`src/sv/gbn_pkg.sv`:
```
// shared constants, codes and control structs of the go-back-n sender
package gbn_pkg;

   localparam int SEQ_SPACE = 8;
   localparam int SEQ_W = $clog2(SEQ_SPACE);
   localparam int PAYLOAD_W = 32;
   localparam int WIN_W = 3;
   localparam int CMP_W = ((WIN_W > SEQ_W) ? WIN_W : SEQ_W) + 1;
   localparam logic [WIN_W-1:0] WINDOW_RESET = WIN_W'(4);
   localparam logic [CMP_W-1:0] MAX_WIN = CMP_W'(SEQ_SPACE - 1);

   typedef enum logic [1:0] {
      ACT_SEND    = 2'd0,
      ACT_ACK     = 2'd1,
      ACT_TIMEOUT = 2'd2,
      ACT_NOP     = 2'd3
   } action_type;

   typedef enum logic [1:0] {
      TMR_NONE    = 2'd0,
      TMR_START   = 2'd1,
      TMR_STOP    = 2'd2,
      TMR_RESTART = 2'd3
   } timer_type;

   typedef struct packed {
      logic load_single;
      logic start_replay;
      logic emit_replay;
   } dp_cmd_type;

   typedef struct packed {
      logic replay_needed;
      logic replay_last;
   } dp_status_type;

   typedef struct packed {
      logic                 packet_valid;
      logic [SEQ_W-1:0]     packet_seq;
      logic [PAYLOAD_W-1:0] packet_payload;
      logic                 send_accepted;
      logic                 window_full;
      logic [1:0]           timer_cmd;
      logic                 last;
   } rsp_data_type;

endpackage

```
`src/sv/gbn_if.sv`:
```
// valid/ready channel interfaces for requests and responses
interface gbn_req_if;
   logic                          valid;
   logic                          ready;
   logic [1:0]                    action;
   logic [gbn_pkg::PAYLOAD_W-1:0] payload;
   logic [gbn_pkg::SEQ_W-1:0]     ack_number;
   logic                          ack_checksum_ok;

   modport source (output valid, action, payload, ack_number, ack_checksum_ok,
                   input ready);
   modport sink (input valid, action, payload, ack_number, ack_checksum_ok,
                 output ready);
endinterface

interface gbn_rsp_if;
   logic                          valid;
   logic                          ready;
   logic                          packet_valid;
   logic [gbn_pkg::SEQ_W-1:0]     packet_seq;
   logic [gbn_pkg::PAYLOAD_W-1:0] packet_payload;
   logic                          send_accepted;
   logic                          window_full;
   logic [1:0]                    timer_cmd;
   logic                          last;

   modport source (output valid, packet_valid, packet_seq, packet_payload,
                   send_accepted, window_full, timer_cmd, last,
                   input ready);
   modport sink (input valid, packet_valid, packet_seq, packet_payload,
                 send_accepted, window_full, timer_cmd, last,
                 output ready);
endinterface

```
`src/sv/gbn_ram.sv`:
```
// generic simple dual-port ram with registered read
module gbn_ram #(
   parameter int WIDTH = 32,
   parameter int DEPTH = 8
) (
   input  logic                     clock,
   input  logic                     wr_en,
   input  logic [$clog2(DEPTH)-1:0] wr_addr,
   input  logic [WIDTH-1:0]         wr_data,
   input  logic                     rd_en,
   input  logic [$clog2(DEPTH)-1:0] rd_addr,
   output logic [WIDTH-1:0]         rd_data
);

   logic [WIDTH-1:0] mem_ff [DEPTH];
   logic [WIDTH-1:0] rd_data_ff;

   always_ff @(posedge clock) begin
      if (wr_en) begin
         mem_ff[wr_addr] <= wr_data;
      end
      if (rd_en) begin
         rd_data_ff <= mem_ff[rd_addr];
      end
   end

   assign rd_data = rd_data_ff;

endmodule

```
`src/sv/gbn_datapath.sv`:
```
// window pointers, payload buffer, replay counter and response register
module gbn_datapath (
   input  logic                          clock,
   input  logic                          reset,
   input  logic                          csr_wr_en,
   input  logic [gbn_pkg::WIN_W-1:0]     csr_wr_data,
   input  logic [1:0]                    action,
   input  logic [gbn_pkg::PAYLOAD_W-1:0] payload,
   input  logic [gbn_pkg::SEQ_W-1:0]     ack_number,
   input  logic                          ack_checksum_ok,
   input  gbn_pkg::dp_cmd_type           cmd,
   output gbn_pkg::dp_status_type        status,
   output gbn_pkg::rsp_data_type         rsp_data
);

   logic [gbn_pkg::WIN_W-1:0]   window_size_ff, window_size_in;
   logic [gbn_pkg::SEQ_W-1:0]   base_ff, base_in;
   logic [gbn_pkg::SEQ_W-1:0]   next_ff, next_in;
   logic [gbn_pkg::SEQ_W-1:0]   idx_ff, idx_in;
   logic [gbn_pkg::SEQ_W-1:0]   cnt_ff, cnt_in;
   logic                        full_snap_ff, full_snap_in;
   gbn_pkg::rsp_data_type       out_ff, out_in;

   logic [gbn_pkg::CMP_W-1:0]     win_raw, eff_win, outs_c, outs_ack_c;
   logic [gbn_pkg::SEQ_W-1:0]     outs, ack_dist, ack_base, outs_ack;
   logic                          can_send, ack_good;
   gbn_pkg::rsp_data_type         single, replay;
   logic                          ram_wr_en, ram_rd_en;
   logic [gbn_pkg::SEQ_W-1:0]     ram_rd_addr;
   logic [gbn_pkg::PAYLOAD_W-1:0] ram_rd_data;

   always_comb begin
      win_raw    = gbn_pkg::CMP_W'(window_size_ff);
      eff_win    = (win_raw > gbn_pkg::MAX_WIN) ? gbn_pkg::MAX_WIN : win_raw;
      outs       = next_ff - base_ff;
      outs_c     = gbn_pkg::CMP_W'(outs);
      can_send   = outs_c < eff_win;
      ack_dist   = ack_number - base_ff;
      ack_good   = ack_checksum_ok && (ack_dist < outs);
      ack_base   = ack_number + gbn_pkg::SEQ_W'(1);
      outs_ack   = next_ff - ack_base;
      outs_ack_c = gbn_pkg::CMP_W'(outs_ack);
   end

   // result of any item that yields exactly one response
   always_comb begin
      single = '0;
      single.last = 1'b1;
      single.window_full = outs_c >= eff_win;
      ram_wr_en = 1'b0;
      base_in = base_ff;
      next_in = next_ff;
      case (action)
         gbn_pkg::ACT_SEND: begin
            if (can_send) begin
               single.packet_valid   = 1'b1;
               single.packet_seq     = next_ff;
               single.packet_payload = payload;
               single.send_accepted  = 1'b1;
               single.window_full    = (outs_c + gbn_pkg::CMP_W'(1)) >= eff_win;
               single.timer_cmd      = (outs == '0) ? gbn_pkg::TMR_START
                                                    : gbn_pkg::TMR_NONE;
               ram_wr_en = cmd.load_single;
               if (cmd.load_single) begin
                  next_in = next_ff + gbn_pkg::SEQ_W'(1);
               end
            end else begin
               single.window_full = 1'b1;
            end
         end
         gbn_pkg::ACT_ACK: begin
            if (ack_good) begin
               single.window_full = outs_ack_c >= eff_win;
               single.timer_cmd   = (ack_base == next_ff) ? gbn_pkg::TMR_STOP
                                                          : gbn_pkg::TMR_RESTART;
               if (cmd.load_single) begin
                  base_in = ack_base;
               end
            end
         end
         gbn_pkg::ACT_TIMEOUT: begin
            // only reaches here with an empty window
            single.timer_cmd = gbn_pkg::TMR_RESTART;
         end
         default: begin
            single.timer_cmd = gbn_pkg::TMR_NONE;
         end
      endcase
   end

   // one replayed packet from the buffer
   always_comb begin
      replay = '0;
      replay.packet_valid   = 1'b1;
      replay.packet_seq     = base_ff + idx_ff;
      replay.packet_payload = ram_rd_data;
      replay.window_full    = full_snap_ff;
      replay.timer_cmd      = (idx_ff == '0) ? gbn_pkg::TMR_RESTART : gbn_pkg::TMR_NONE;
      replay.last           = status.replay_last;
   end

   always_comb begin
      status.replay_needed = (action == gbn_pkg::ACT_TIMEOUT) && (outs != '0);
      status.replay_last   = (idx_ff + gbn_pkg::SEQ_W'(1)) == cnt_ff;

      ram_rd_en   = cmd.start_replay || cmd.emit_replay;
      ram_rd_addr = cmd.start_replay ? base_ff
                                     : base_ff + idx_ff + gbn_pkg::SEQ_W'(1);

      window_size_in = csr_wr_en ? csr_wr_data : window_size_ff;
      idx_in       = idx_ff;
      cnt_in       = cnt_ff;
      full_snap_in = full_snap_ff;
      out_in       = out_ff;
      if (cmd.start_replay) begin
         idx_in       = '0;
         cnt_in       = outs;
         full_snap_in = outs_c >= eff_win;
      end
      if (cmd.emit_replay) begin
         idx_in = idx_ff + gbn_pkg::SEQ_W'(1);
         out_in = replay;
      end
      if (cmd.load_single) begin
         out_in = single;
      end
   end

   gbn_ram #(
      .WIDTH (gbn_pkg::PAYLOAD_W),
      .DEPTH (gbn_pkg::SEQ_SPACE)
   ) u_store (
      .clock   (clock),
      .wr_en   (ram_wr_en),
      .wr_addr (next_ff),
      .wr_data (payload),
      .rd_en   (ram_rd_en),
      .rd_addr (ram_rd_addr),
      .rd_data (ram_rd_data)
   );

   always_ff @(posedge clock) begin
      if (reset) begin
         window_size_ff <= gbn_pkg::WINDOW_RESET;
         base_ff        <= '0;
         next_ff        <= '0;
         idx_ff         <= '0;
         cnt_ff         <= '0;
      end else begin
         window_size_ff <= window_size_in;
         base_ff        <= base_in;
         next_ff        <= next_in;
         idx_ff         <= idx_in;
         cnt_ff         <= cnt_in;
      end
   end

   always_ff @(posedge clock) begin
      full_snap_ff <= full_snap_in;
      out_ff       <= out_in;
   end

   assign rsp_data = out_ff;

endmodule

```
`src/sv/gbn_ctrl.sv`:
```
// sequencer: single-result items and timeout replay bursts
module gbn_ctrl (
   input  logic                   clock,
   input  logic                   reset,
   input  logic                   req_valid,
   output logic                   req_ready,
   output logic                   rsp_valid,
   input  logic                   rsp_ready,
   input  gbn_pkg::dp_status_type status,
   output gbn_pkg::dp_cmd_type    cmd
);

   typedef enum logic [1:0] {
      ST_IDLE   = 2'b01,
      ST_REPLAY = 2'b10
   } state_type;

   state_type state_ff, state_in;
   logic      out_valid_ff, out_valid_in;
   logic      out_free;

   always_comb begin
      out_free     = !out_valid_ff || rsp_ready;
      state_in     = state_ff;
      out_valid_in = out_valid_ff && !rsp_ready;
      req_ready    = 1'b0;
      cmd          = '0;
      case (state_ff)
         ST_IDLE: begin
            req_ready = out_free;
            if (req_valid && out_free) begin
               if (status.replay_needed) begin
                  cmd.start_replay = 1'b1;
                  state_in = ST_REPLAY;
               end else begin
                  cmd.load_single = 1'b1;
                  out_valid_in = 1'b1;
               end
            end
         end
         ST_REPLAY: begin
            if (out_free) begin
               cmd.emit_replay = 1'b1;
               out_valid_in = 1'b1;
               if (status.replay_last) begin
                  state_in = ST_IDLE;
               end
            end
         end
         default: begin
            state_in = ST_IDLE;
         end
      endcase
   end

   always_ff @(posedge clock) begin
      if (reset) begin
         state_ff     <= ST_IDLE;
         out_valid_ff <= 1'b0;
      end else begin
         state_ff     <= state_in;
         out_valid_ff <= out_valid_in;
      end
   end

   assign rsp_valid = out_valid_ff;

endmodule

```
`src/sv/go_back_n_window_sender.sv`:
```
// top level of the go-back-n sender: controller, datapath and checks
//
// channel  | direction | handshake        | carries
// req_if   | in        | valid / ready    | action, payload, ack_number, ack_checksum_ok
// rsp_if   | out       | valid / ready    | packet fields, send_accepted, window_full,
//          |           |                  | timer_cmd, last
// csr_*    | in        | csr_wr_en only   | window_size (3 bits)
//
// send, ack, no-op and empty-window timeout transactions yield one response each;
// a new one is taken every cycle as long as the response register is free or
// being drained
// a timeout with packets outstanding holds off requests while it replays
// them: the accepting cycle starts the buffer read, then one packet per cycle
// while the response register is free or being drained, set by the single read port
// of the payload buffer; reset is synchronous; it clears pointers, sets window_size
// to 4 and drops rsp valid; the payload buffer is not cleared
// a stalled response holds its register and blocks further requests
module go_back_n_window_sender (
   input  logic                      clock,
   input  logic                      reset,
   input  logic                      csr_wr_en,
   input  logic [gbn_pkg::WIN_W-1:0] csr_wr_data,
   gbn_req_if.sink                   req_if,
   gbn_rsp_if.source                 rsp_if
);

   gbn_pkg::dp_cmd_type    cmd;
   gbn_pkg::dp_status_type status;
   gbn_pkg::rsp_data_type  rsp_data;
   logic                   req_accept;

   // sequencer owns the handshakes
   gbn_ctrl u_ctrl (
      .clock     (clock),
      .reset     (reset),
      .req_valid (req_if.valid),
      .req_ready (req_if.ready),
      .rsp_valid (rsp_if.valid),
      .rsp_ready (rsp_if.ready),
      .status    (status),
      .cmd       (cmd)
   );

   // pointers, buffer and response register
   gbn_datapath u_datapath (
      .clock           (clock),
      .reset           (reset),
      .csr_wr_en       (csr_wr_en),
      .csr_wr_data     (csr_wr_data),
      .action          (req_if.action),
      .payload         (req_if.payload),
      .ack_number      (req_if.ack_number),
      .ack_checksum_ok (req_if.ack_checksum_ok),
      .cmd             (cmd),
      .status          (status),
      .rsp_data        (rsp_data)
   );

   // response fields straight from the output register
   assign rsp_if.packet_valid   = rsp_data.packet_valid;
   assign rsp_if.packet_seq     = rsp_data.packet_seq;
   assign rsp_if.packet_payload = rsp_data.packet_payload;
   assign rsp_if.send_accepted  = rsp_data.send_accepted;
   assign rsp_if.window_full    = rsp_data.window_full;
   assign rsp_if.timer_cmd      = rsp_data.timer_cmd;
   assign rsp_if.last           = rsp_data.last;

   assign req_accept = req_if.valid && req_if.ready;

   // a replay burst must lock out requests in the next cycle
   a_replay_blocks: assert property (@(posedge clock) disable iff (reset)
      (req_accept && status.replay_needed) |=> !req_if.ready)
      else $error("request taken right after a replay started");

   // a response without a packet always ends its transaction
   a_empty_is_last: assert property (@(posedge clock) disable iff (reset)
      (rsp_if.valid && !rsp_if.packet_valid) |-> rsp_if.last)
      else $error("packetless response not marked last");

   // an accepted send always carries its packet
   a_accept_has_packet: assert property (@(posedge clock) disable iff (reset)
      (rsp_if.valid && rsp_if.send_accepted) |-> rsp_if.packet_valid)
      else $error("accepted send without packet");

   // no response right after reset
   a_reset_clears: assert property (@(posedge clock)
      reset |=> !rsp_if.valid)
      else $error("response valid after reset");

endmodule
```
`src/flat_wrapper.sv`:
```
// flat-port wrapper written by rule: the top's interface ports become plain ports
module go_back_n_window_sender_flat 
  (clock, reset, csr_wr_en, csr_wr_data, req_if_valid, req_if_action, req_if_payload, req_if_ack_number, req_if_ack_checksum_ok, req_if_ready, rsp_if_valid, rsp_if_packet_valid, rsp_if_packet_seq, rsp_if_packet_payload, rsp_if_send_accepted, rsp_if_window_full, rsp_if_timer_cmd, rsp_if_last, rsp_if_ready);
  gbn_req_if req_if_i ();
  gbn_rsp_if rsp_if_i ();
  input  logic clock;
  input  logic reset;
  input  logic csr_wr_en;
  input  logic [gbn_pkg::WIN_W-1:0] csr_wr_data;
  input wire logic [$bits(req_if_i.valid)-1:0] req_if_valid;
  input wire logic [$bits(req_if_i.action)-1:0] req_if_action;
  input wire logic [$bits(req_if_i.payload)-1:0] req_if_payload;
  input wire logic [$bits(req_if_i.ack_number)-1:0] req_if_ack_number;
  input wire logic [$bits(req_if_i.ack_checksum_ok)-1:0] req_if_ack_checksum_ok;
  output wire logic [$bits(req_if_i.ready)-1:0] req_if_ready;
  output wire logic [$bits(rsp_if_i.valid)-1:0] rsp_if_valid;
  output wire logic [$bits(rsp_if_i.packet_valid)-1:0] rsp_if_packet_valid;
  output wire logic [$bits(rsp_if_i.packet_seq)-1:0] rsp_if_packet_seq;
  output wire logic [$bits(rsp_if_i.packet_payload)-1:0] rsp_if_packet_payload;
  output wire logic [$bits(rsp_if_i.send_accepted)-1:0] rsp_if_send_accepted;
  output wire logic [$bits(rsp_if_i.window_full)-1:0] rsp_if_window_full;
  output wire logic [$bits(rsp_if_i.timer_cmd)-1:0] rsp_if_timer_cmd;
  output wire logic [$bits(rsp_if_i.last)-1:0] rsp_if_last;
  input wire logic [$bits(rsp_if_i.ready)-1:0] rsp_if_ready;
  assign req_if_i.valid = req_if_valid;
  assign req_if_i.action = req_if_action;
  assign req_if_i.payload = req_if_payload;
  assign req_if_i.ack_number = req_if_ack_number;
  assign req_if_i.ack_checksum_ok = req_if_ack_checksum_ok;
  assign req_if_ready = req_if_i.ready;
  assign rsp_if_valid = rsp_if_i.valid;
  assign rsp_if_packet_valid = rsp_if_i.packet_valid;
  assign rsp_if_packet_seq = rsp_if_i.packet_seq;
  assign rsp_if_packet_payload = rsp_if_i.packet_payload;
  assign rsp_if_send_accepted = rsp_if_i.send_accepted;
  assign rsp_if_window_full = rsp_if_i.window_full;
  assign rsp_if_timer_cmd = rsp_if_i.timer_cmd;
  assign rsp_if_last = rsp_if_i.last;
  assign rsp_if_i.ready = rsp_if_ready;
  go_back_n_window_sender u_core (.clock(clock), .reset(reset), .csr_wr_en(csr_wr_en), .csr_wr_data(csr_wr_data), .req_if(req_if_i), .rsp_if(rsp_if_i));
endmodule
```
`config.mk`:
```
export PLATFORM = sky130hd
export DESIGN_NAME = go_back_n_window_sender_flat
export DESIGN_NICKNAME = d
export VERILOG_FILES = /design/src/sv/gbn_pkg.sv /design/src/sv/gbn_if.sv /design/src/sv/gbn_ram.sv /design/src/sv/gbn_datapath.sv /design/src/sv/gbn_ctrl.sv /design/src/sv/go_back_n_window_sender.sv /design/src/flat_wrapper.sv
export SDC_FILE = /design/constraint.sdc
export NUM_CORES = 1
export LEC_CHECK = 0
export BUFFER_PORTS_ARGS = -buffer_cell sky130_fd_sc_hd__buf_2
export CORE_AREA = 5 5 246 248
export CTS_CLUSTER_DIAMETER = 40
export DETAILED_ROUTE_END_ITERATION = 16
export DIE_AREA = 0 0 251 253
export SYNTH_ARGS = -nofsm -noshare
export SYNTH_HDL_FRONTEND = slang
export SYNTH_SLANG_ARGS = --single-unit
```
`constraint.sdc`:
```
create_clock -name clock -period 6.95 [get_ports clock]
set_input_delay 1.39 -clock clock [delete_from_list [all_inputs] [get_ports clock]]
set_output_delay 1.39 -clock clock [all_outputs]
set_load 0.02 [all_outputs]
```
Word-level counts from Yosys, hierarchy flattened --
Memory sizes are Yosys's and may differ from the RTL's. A register that Yosys moved wholly into a read port is not among the register bits. Cells that the tools add are included.
Cells by class: reduce and logical (&&, ||, !) cells 17, $add $sub $neg 9, divide/modulo/power cells 0, multiplexer cells 35, shifts and indexed selects 0, bitwise operators 0, magnitude comparators 5, equal/unequal tests 10, multiply operators 0
Operators with widths (number):
- 2-to-1 mux 41 bit | 2
- 2-to-1 mux 37 bit | 2
- 2-to-1 mux 1 bit | 16
- 2-to-1 mux 2 bit | 7
- adder 3 x 1 -> 3 bit, second input constant | 4
- 2-to-1 mux 3 bit | 4
- subtractor 3 bit | 3
- equality test 3 bit | 2
- greater-or-equal comparator 3 bit | 2
- zero test 3 bit | 2
- less-than comparator 3 bit | 2
- case mux 2 bit (3 select lines) | 1
- AND reduction 3 bit | 2
- adder 3 x 1 -> 4 bit, second input constant | 1
- equality test 2 x 1 -> 1 bit, second input constant | 2
- equality test 2 bit, second input constant | 2
- greater-or-equal comparator 4 x 3 -> 1 bit | 1
- logical AND 1 bit | 4
- != test 2 x 1 -> 1 bit, second input constant | 2
- != test 2 bit, second input constant | 2
- case mux 1 bit (2 select lines) | 2
- case mux 2 bit (2 select lines) | 1
- AND reduction 4 bit | 1
- nonzero test 2 bit | 2
- other kinds (5) | 7
Storage, ports and cells: output and inout bits 43, word-level logic and storage cells 92, bits in read-only memories 0, memories kept 1, memory bits (writable) 256, bits in latches 0, bits in registers 60
Memories:
- u_core.u_datapath.u_store.mem_ff | words 8, bits a word 32, rd ports 1, clocked after memory_dff 1, wr ports 1, RTL line gbn_ram.sv:15 | logic [WIDTH-1:0] mem_ff [DEPTH];

Depth between registers and ports, before layout --
Gate-level depths: netlist of run 1.
depth in word-level cells 10, gate-level depth with buffers 16

By module --
From an unflattened synthesis of run 1, not the netlist that was laid out.
Unflattened totals: cells, all modules 690, area, all modules 14117.3 µm²
By module, submodules not included:
- gbn_ram | area each 10786.6 µm², cells an instance 415, seq. area each 8648.3 µm², instances 1
- gbn_datapath | area each 3103.0 µm², cells an instance 252, seq. area each 1551.5 µm², instances 1
- gbn_ctrl | area each 227.7 µm², cells an instance 23, seq. area each 60.1 µm², instances 1

Worst setup path before layout of run 1 --
No wires, ideal clock.
kind flip-flop to flip-flop, from reg u_core.u_datapath.next_ff[0] in the netlist's numbering, to mem u_core.u_datapath.u_store.mem_ff[2][0] (enable), setup slack 0.715 ns, arrival 5.721 ns, clock period less this slack 6.235 ns, path buffers 1, library setup time 0.513 ns, cell stages (with the launch flop) 12, path through dfxtp_1 > clkbuf_1 > inv_1 > ha_1 > inv_1 > fa_1 > ha_1 > nor2b_1 > o21ai_0 > nor2b_1 > nand3_1 > nor4b_1
Between the ends: word-level cells in the longest chain between the ends 10, elaborated cells between the ends (all ways) 11, those cells by class 1 x add/sub; 1 x order compare; 7 x mux; 2 x reduce/logical
RTL lines:
- start, declared | RTL line gbn_datapath.sv:18 | logic [gbn_pkg::SEQ_W-1:0] next_ff, next_in;
- start signal, assigned | RTL line gbn_datapath.sv:152 | next_ff <= next_in;
- subtractor 3 bit * | RTL line gbn_datapath.sv:35 | outs = next_ff - base_ff;
- via u_core.u_datapath.outs (one bit) | RTL line gbn_datapath.sv:25 | logic [gbn_pkg::SEQ_W-1:0] outs, ack_dist, ack_base, outs_ack;
- nonzero test 3 bit | RTL line gbn_datapath.sv:103 | status.replay_needed = (action == gbn_pkg::ACT_TIMEOUT) && (outs != '0);
- logical AND 1 bit | RTL line gbn_datapath.sv:103
- 2-to-1 mux 1 bit | RTL line gbn_ctrl.sv:32 | if (status.replay_needed) begin
- 2-to-1 mux 2 bit | RTL line gbn_ctrl.sv:31 | if (req_valid && out_free) begin
- 2-to-1 mux 2 bit | RTL line gbn_ctrl.sv:28 | case (state_ff)
- 2-to-1 mux 1 bit * | RTL line gbn_datapath.sv:55 | if (can_send) begin
- 2-to-1 mux 1 bit * | RTL line gbn_datapath.sv:53 | case (action)
- 2-to-1 mux 1 bit * | RTL line gbn_ram.sv:19 | if (wr_en) begin
- 2-to-1 mux 1 bit (not written as such) * | RTL line gbn_ram.sv:20 | mem_ff[wr_addr] <= wr_data;
- end, declared | RTL line gbn_ram.sv:15
Mark *: on every way through the listed nets, which the timed path passes. The rest lies on a longest branch.

Worst setup path in the final report of run 1 --
from reg u_core.u_datapath.next_ff[0] in the netlist's numbering, to mem u_core.u_datapath.u_store.mem_ff[6][2] (enable)
The elaborated chain is that of the path after synthesis.

==> impl_metrics.py, run 1 <==
metrics = {
    "finish": {
        "final_cells": 1791,
        "nets": 1055,
        "areaGrowthSynthToFinish_pct": 19.9,
        "drive_gt1_share_pct": 20.8,
    },
    "pwr": {
        "internal_power_mw": 4.10,
        "p_seq_share_pct": 44.8,
        "vdd_drop_max_mv": 0.161,
        "power_mw": 5.59,
        "p_sw_mw": 1.49,
        "p_per_area_nw_per_um2": 324,
        "leakage_nw": 5.72,
        "swShare_pct": 26.6,
        "clockPowerShare_pct": 42.4,
        "combPwrFrac_pct": 12.7,
    },
    "synthesis": {
        "ys_types": 61,
        "synth_top_family_by_area": "compound AO/OA/AOI/OAI gates",
        "yosysTopAreaCell": "edfxtp_1",
        "synth_mux_area_share_pct": 2.84,
        "synthFlopType": "edfxtp_1",
        "ys_ff_latch": 348,
        "avgSynthCellArea_um2": 16.1,
        "synth.cell_area_um2": 14400,
        "synthSimpleGateAreaFrac_pct": 6.62,
        "synth-edff-count": 329,
        "synth_cells": 893,
        "yosys.area.top_type_share_pct": 68.6,
        "synth_nets": 967,
        "ys_top_cells_by_count": "edfxtp_1, and3_1, a2111oi_0",
        "synth_xor_area_share_pct": 1.29,
        "postSynth.asyncResetShare_pct": 0,
        "synth.area.top_cells": "edfxtp_1, and3_1, a2111oi_0",
        "synthAdderAreaFrac_pct": 2.64,
        "synth.most_common_cell": "edfxtp_1",
        "ys.warnings.count": 0,
        "ys_seq_area_share_pct": 71.3,
        "synth_compound_area_share_pct": 12.2,
    },
    "critical_path": {
        "reg2reg_slack_ns": 2.16,
        "critPathKind": "flop to flop",
        "arrival_ns": 4.98,
        "cpPeakStageDelay_ns": 0.53,
        "critPathBufInv": 5,
        "setup.worst_path.end_class": "flop",
        "worstPathRequired_ns": 7.14,
        "crit_path_start_kind": "flop",
        "cp_top_family": "buffers and inverters",
        "crit_path_start": "u_core.u_datapath.next_ff[0]",
        "cp_common_cell": "inv_1",
        "cp_slowest_cell": "dfxtp_1",
        "worstPathMaxFanout": 38,
        "path_cells": "inv_1 -> ha_1 -> inv_1 -> fa_1 -> ha_1 -> nor2b_1 -> o21ai_0 -> nor2b_1 -> nand3_1 -> inv_1 -> buf_4 -> nand2_1 -> nor3b_2 -> buf_4",
        "r2r_start": "u_core.u_datapath.next_ff[0]",
    },
    "sta": {
        "worst_slack_ns": 2.16,
        "setup_tns_ns": 0,
        "setup_violations": 0,
        "finalHoldViolations": 0,
        "slew_violations": 0,
        "worst_slew_pin_slew_ns": 1.24,
        "finClkSkew_ns": 0.0245,
        "rsz0062_at_grt": "false",
        "period_minus_slack_ns": 4.79,
        "whs_ns": 0.485,
        "max_freq_ghz": 0.209,
        "min_period_over_period_pct": 68.9,
        "max-slew-margin-rel_pct": 17.3,
    },
    "placed_design": {
        "post-dp-hpwl_um": 20000,
        "gp_congestion": 0.765,
        "io_buffer_count": 88,
        "dp_worst_setup_slack_ns": 2.21,
        "place_inst": 1704,
    },
    "hold_path": {
        "min-delay-start": "u_core.u_datapath.cnt_ff[1]",
        "hp-class": "flop to flop",
    },
    "die": {
        "core.rowCount": 89,
        "die-area_um2": 63500,
        "io_pins": 89,
        "die_h_um": 253,
        "core_area_um2": 58200,
        "initial_utilization_pct": 24.7,
        "dieWidth_um": 251,
    },
    "drt": {
        "drtAntennaViolNets": 0,
        "avgRoutedWirePerCell_um": 20.5,
        "post_drt_via_cell_ratio": 4.80,
        "drt_pass1_iterations": 5,
        "via_count": 8589,
        "totalWireLength_um": 36800,
        "drt-initial-drc-count": 722,
        "drc_errors": 0,
    },
    "clock_network": {
        "clock_latency_ns": 0.57,
        "cts.path.max_buffers": 3,
        "cts_tree": "done",
        "cts-resized-gates": 0,
        "cts_inserted_buffers": 48,
        "post-cts-setup-buffers": 0,
        "clock-sinks": 348,
        "root_buffer": "clkbuf_16",
        "cts.clk_slew.worst_paths_ns": 0.06,
        "hold_buffers": 0,
        "htree_levels": 2,
    },
    "run": {
        "cap_violations": 0,
    },
    "grt": {
        "antenna_found_initial": 3,
        "grt_pass1_vias": 8732,
        "grt_usage_pct": 11.2,
        "grt_max_degree": 95,
        "grt_pass1_wl_um": 54900,
        "gr-total-overflow": 0,
    },
    "outcome": {
        "status": "completed",
    },
}
-- sequential cells by signal, summed over array words and instances (netlist names), 3 cells and up --
signal / count
u_core.u_datapath.idx_ff: 3
u_core.u_datapath.base_ff: 3
u_core.u_datapath.cnt_ff: 3
u_core.u_datapath.u_store.mem_ff: 256
u_core.u_datapath.u_store.rd_data: 32
u_core.u_datapath.window_size_ff: 3
u_core.u_datapath.next_ff: 3
u_core.u_datapath.rsp_data: 41
-- metal layers --
layer | wire length [um] | global-route usage, % | part of all wire, % | up-vias
li1 | - | - | - | 3857
met1 | 15900 | 15.1 | 43 | 4346
met2 | 17500 | 18.2 | 48 | 320
met3 | 2620 | 2.47 | 7.1 | 64
met4 | 757 | 3.26 | 2.1 | 2
met5 | 7 | 0 | 0.019 | -
-- through the flow --
step | area (um^2) | utilization, %
floorplan | 14400 | -
global placement | 15700 | 26.9
detailed placement | 15700 | 26.9
CTS | 17300 | 29.6
global route | 17300 | 29.6
finish | 17300 | 29.6
-- area by class of cell --
class | count | area, um^2
Multi-Input combinational cell | 453 | 3780
Tap cell | 773 | 967
Clock buffer | 57 | 1260
Inverter | 23 | 86.3
Antenna cell | 1 | 2.50
Clock inverter | 29 | 309
Sequential cell | 348 | 10300
Timing Repair Buffer | 107 | 596
Fill cell | 5715 | 41000
-- kinds of logic after synthesis --
group / Yosys count
flops: 348
compound gates: 204
simple gates: 165
buf+inv: 92
mux: 39
fa+ha+maj: 28
xor+xnor: 17
-- cells in the final DEF (no fill, tap or decap), drive strengths merged, types with 3 or more instances in the layout --
cell      Yosys  routed
and3         93      93
nor2         19      19
a21o          5       5
mux2          5       5
clkbuf       47      57
a21oi        11      11
nand2        21      21
xnor2         6       6
bufinv        0       3
dfxtp        19      19
nand3         6       6
nor2b         3       3
inv          23      34
nor3          7       7
buf          22     107
a2111oi      93      93
a31oi         3       3
clkinv        0      11
mux2i        33      33
fa            4       4
xor2          9       9
a221oi       34      34
a22o         33      33
ha           24      24
a211oi        3       3
edfxtp      329     329
nand2b        6       6
clkinvlp      0       4
o21ai        12      12
-- tightest hold or removal path, cell delays in order (launching register included) --
cell and delay, ns:
dfxtp_1 0.32, nand2_1 0.06, a21oi_1 0.06
-- power groups by stage --
stage                     clock network [mW]  registers [mW]  logic (mW)
final                                   2.37            2.51       0.711
after CTS                               2.43            2.52       0.724
after detailed placement                   0            2.55       0.719
after floorplan                            0            2.65       0.340
after global routing                    2.52            2.52       0.768
after global placement                     0            2.56       0.706
-- path summary, 6_finish.rpt --
kind                                            endpoint  cells past startpoint
hold reg to reg              u_core.u_datapath.cnt_ff[1]                      2
setup / recovery  u_core.u_datapath.u_store.mem_ff[6][2]                     14
hold / removal               u_core.u_datapath.cnt_ff[1]                      2
setup reg to reg  u_core.u_datapath.u_store.mem_ff[6][2]                     14
Power figures use the tool's default switching activity.
==> run 2: changes to the inputs <==
clock period = 4.82 ns   (was 6.95 ns; I/O delays follow)
==> run 2 against run 1 <==
  * Final cell count up 1.0%
  * Non-clock buffer count up 7
  * Worst hold slack worse by 0.013 ns
  * Final area up 1.8%
  * Clock power up 60%
  * Clock-buffer cell count down 4
  * Core utilization up 0.53 points
  * Clock skew down 0.0041 ns
  * Via count down 0.44%
  * Setup slack worse by 1.5 ns
  * First-iteration DRC count down 15%
  * Critical path type unchanged
  * Largest cell class unchanged
==> impl_metrics.py, run 2 (synthesized netlist as in run 1, its figures left out) <==
metrics = {
    "outcome": {
        "status": "completed",
    },
    "placed_design": {
        "post_dp_cell_area_um2": 15800,
        "gp_congestion": 0.751,
        "post-dp-hpwl_um": 20600,
        "place_inst": 1711,
        "io_buffer_count": 88,
    },
    "die": {
        "core.rowCount": 89,
        "core_area_um2": 58200,
        "initial_utilization_pct": 24.7,
        "dieWidth_um": 251,
        "die_h_um": 253,
        "die-area_um2": 63500,
        "io_pins": 89,
    },
    "drt": {
        "drc_errors": 0,
        "drtAntennaViolNets": 0,
        "totalWireLength_um": 37100,
        "post_drt_via_cell_ratio": 4.73,
        "drt-initial-drc-count": 611,
        "avgRoutedWirePerCell_um": 20.5,
        "via_count": 8551,
        "drt_pass1_iterations": 5,
    },
    "finish": {
        "finish.instance_area_um2": 17600,
        "layout_common_cells": "edfxtp_1, and3_1, buf_2",
        "final_cells": 1809,
        "areaGrowthSynthToFinish_pct": 22.0,
        "final_common_cell": "edfxtp_1",
        "diodes": 0,
        "nets": 1066,
        "largest_register_ffs": 256,
        "top_register": "u_core.u_datapath.u_store.mem_ff",
        "drive_gt1_share_pct": 22.8,
    },
    "clock_network": {
        "cts_inserted_buffers": 52,
        "post-cts-setup-buffers": 0,
        "cts.clk_slew.worst_paths_ns": 0.06,
        "cts-resized-gates": 0,
        "clock-sinks": 348,
        "root_buffer": "clkbuf_16",
        "cts.path.max_buffers": 3,
        "hold_buffers": 0,
        "htree_levels": 2,
        "cts_tree": "done",
        "clock_latency_ns": 0.59,
    },
    "sta": {
        "min_period_over_period_pct": 85.7,
        "rsz0062_at_grt": "false",
        "max-slew-margin-rel_pct": 29.1,
        "setup_tns_ns": 0,
        "worst_slew_pin_slew_ns": 1.06,
        "max_freq_ghz": 0.242,
        "slew_violations": 0,
        "period_minus_slack_ns": 4.13,
        "finalHoldViolations": 0,
        "finClkSkew_ns": 0.0204,
        "setup_violations": 0,
    },
    "critical_path": {
        "crit_path_start_kind": "flop",
        "critPathKind": "flop to flop",
        "worstPathRequired_ns": 5.18,
        "cp_common_cell": "inv_1",
        "worstPathMaxFanout": 49,
        "setup.worst_path.end_class": "flop",
        "path_cells": "inv_1 -> ha_1 -> inv_1 -> fa_1 -> inv_1 -> ha_1 -> a21oi_4 -> nand3_4 -> nand2_4 -> buf_12 -> a221oi_1 -> a2111oi_1",
        "cp_slowest_cell": "fa_1",
        "cpPeakStageDelay_ns": 0.57,
        "arrival_ns": 4.50,
    },
    "run": {
        "cap_violations": 0,
    },
    "grt": {
        "use_met1_pct": 15.3,
        "grt_use_met3_pct": 2.79,
        "antenna_found_initial": 2,
        "busiest_layer": "met2",
        "grt_max_degree": 94,
        "grt_pass1_vias": 8821,
        "grt_usage_pct": 11.4,
        "grt_pass1_wl_um": 55500,
        "gr-total-overflow": 0,
        "met2_usage_pct": 18.5,
    },
    "hold_path": {
        "hp-class": "flop to flop",
    },
    "pwr": {
        "power_mw": 8.46,
        "p_per_area_nw_per_um2": 482,
        "leakage_nw": 5.88,
        "vdd_drop_max_mv": 0.261,
    },
}
run 2: worst max-delay path, delay by kind of cell, from the launching register on:
kind                     cells  cell delay (ns)
AND/OR/NAND/NOR              2             0.88
flip-flops                   1             0.42
AO/OA/AOI/OAI                3             0.83
buffers and inverters        4             0.69
adder cells (fa/ha/maj)      3             1.00
run 2: power breakdown:
group | switching (mW) | internal, mW
combinational | 0.720 | 0.325
clock | 1.53 | 2.27
sequential | 0.0651 | 3.55
total | 2.31 | 6.15
run 2: area by class of cell:
type / instances / area (um^2)
Clock buffer: 53 / 1310
Fill cell: 5722 / 40700
Timing Repair Buffer: 114 / 686
Multi-Input combinational cell: 453 / 3780
Inverter: 23 / 86.3
Sequential cell: 348 / 10300
Clock inverter: 45 / 484
Tap cell: 773 / 967
run 2: per-layer routing:
metal / vias up / routed length [um]
met5: - / 13
met4: 2 / 728
met3: 56 / 2230
met2: 247 / 17700
met1: 4360 / 16400
li1: 3886 / -
run 2: worst paths after layout:
kind,startpoint,to,slack (ns),depth (start not counted)
max,u_core.u_datapath.next_ff[0],u_core.u_datapath.u_store.rd_data[2],0.69,12
min,u_core.u_datapath.cnt_ff[1],u_core.u_datapath.cnt_ff[1],0.47,2
max reg2reg,u_core.u_datapath.next_ff[0],u_core.u_datapath.u_store.rd_data[2],0.69,12
min reg2reg,u_core.u_datapath.cnt_ff[1],u_core.u_datapath.cnt_ff[1],0.47,2
run 2: metrics by stage:
stage,utilization (%),hold WS (ns),setup slack (ns)
after floorplan,-,0.449,-1.13
after global placement,27.1,0.463,0.849
after detailed placement,27.1,0.467,0.712
after CTS,30.2,0.476,0.734
after global routing,30.2,0.499,0.428
final,30.2,0.473,0.687
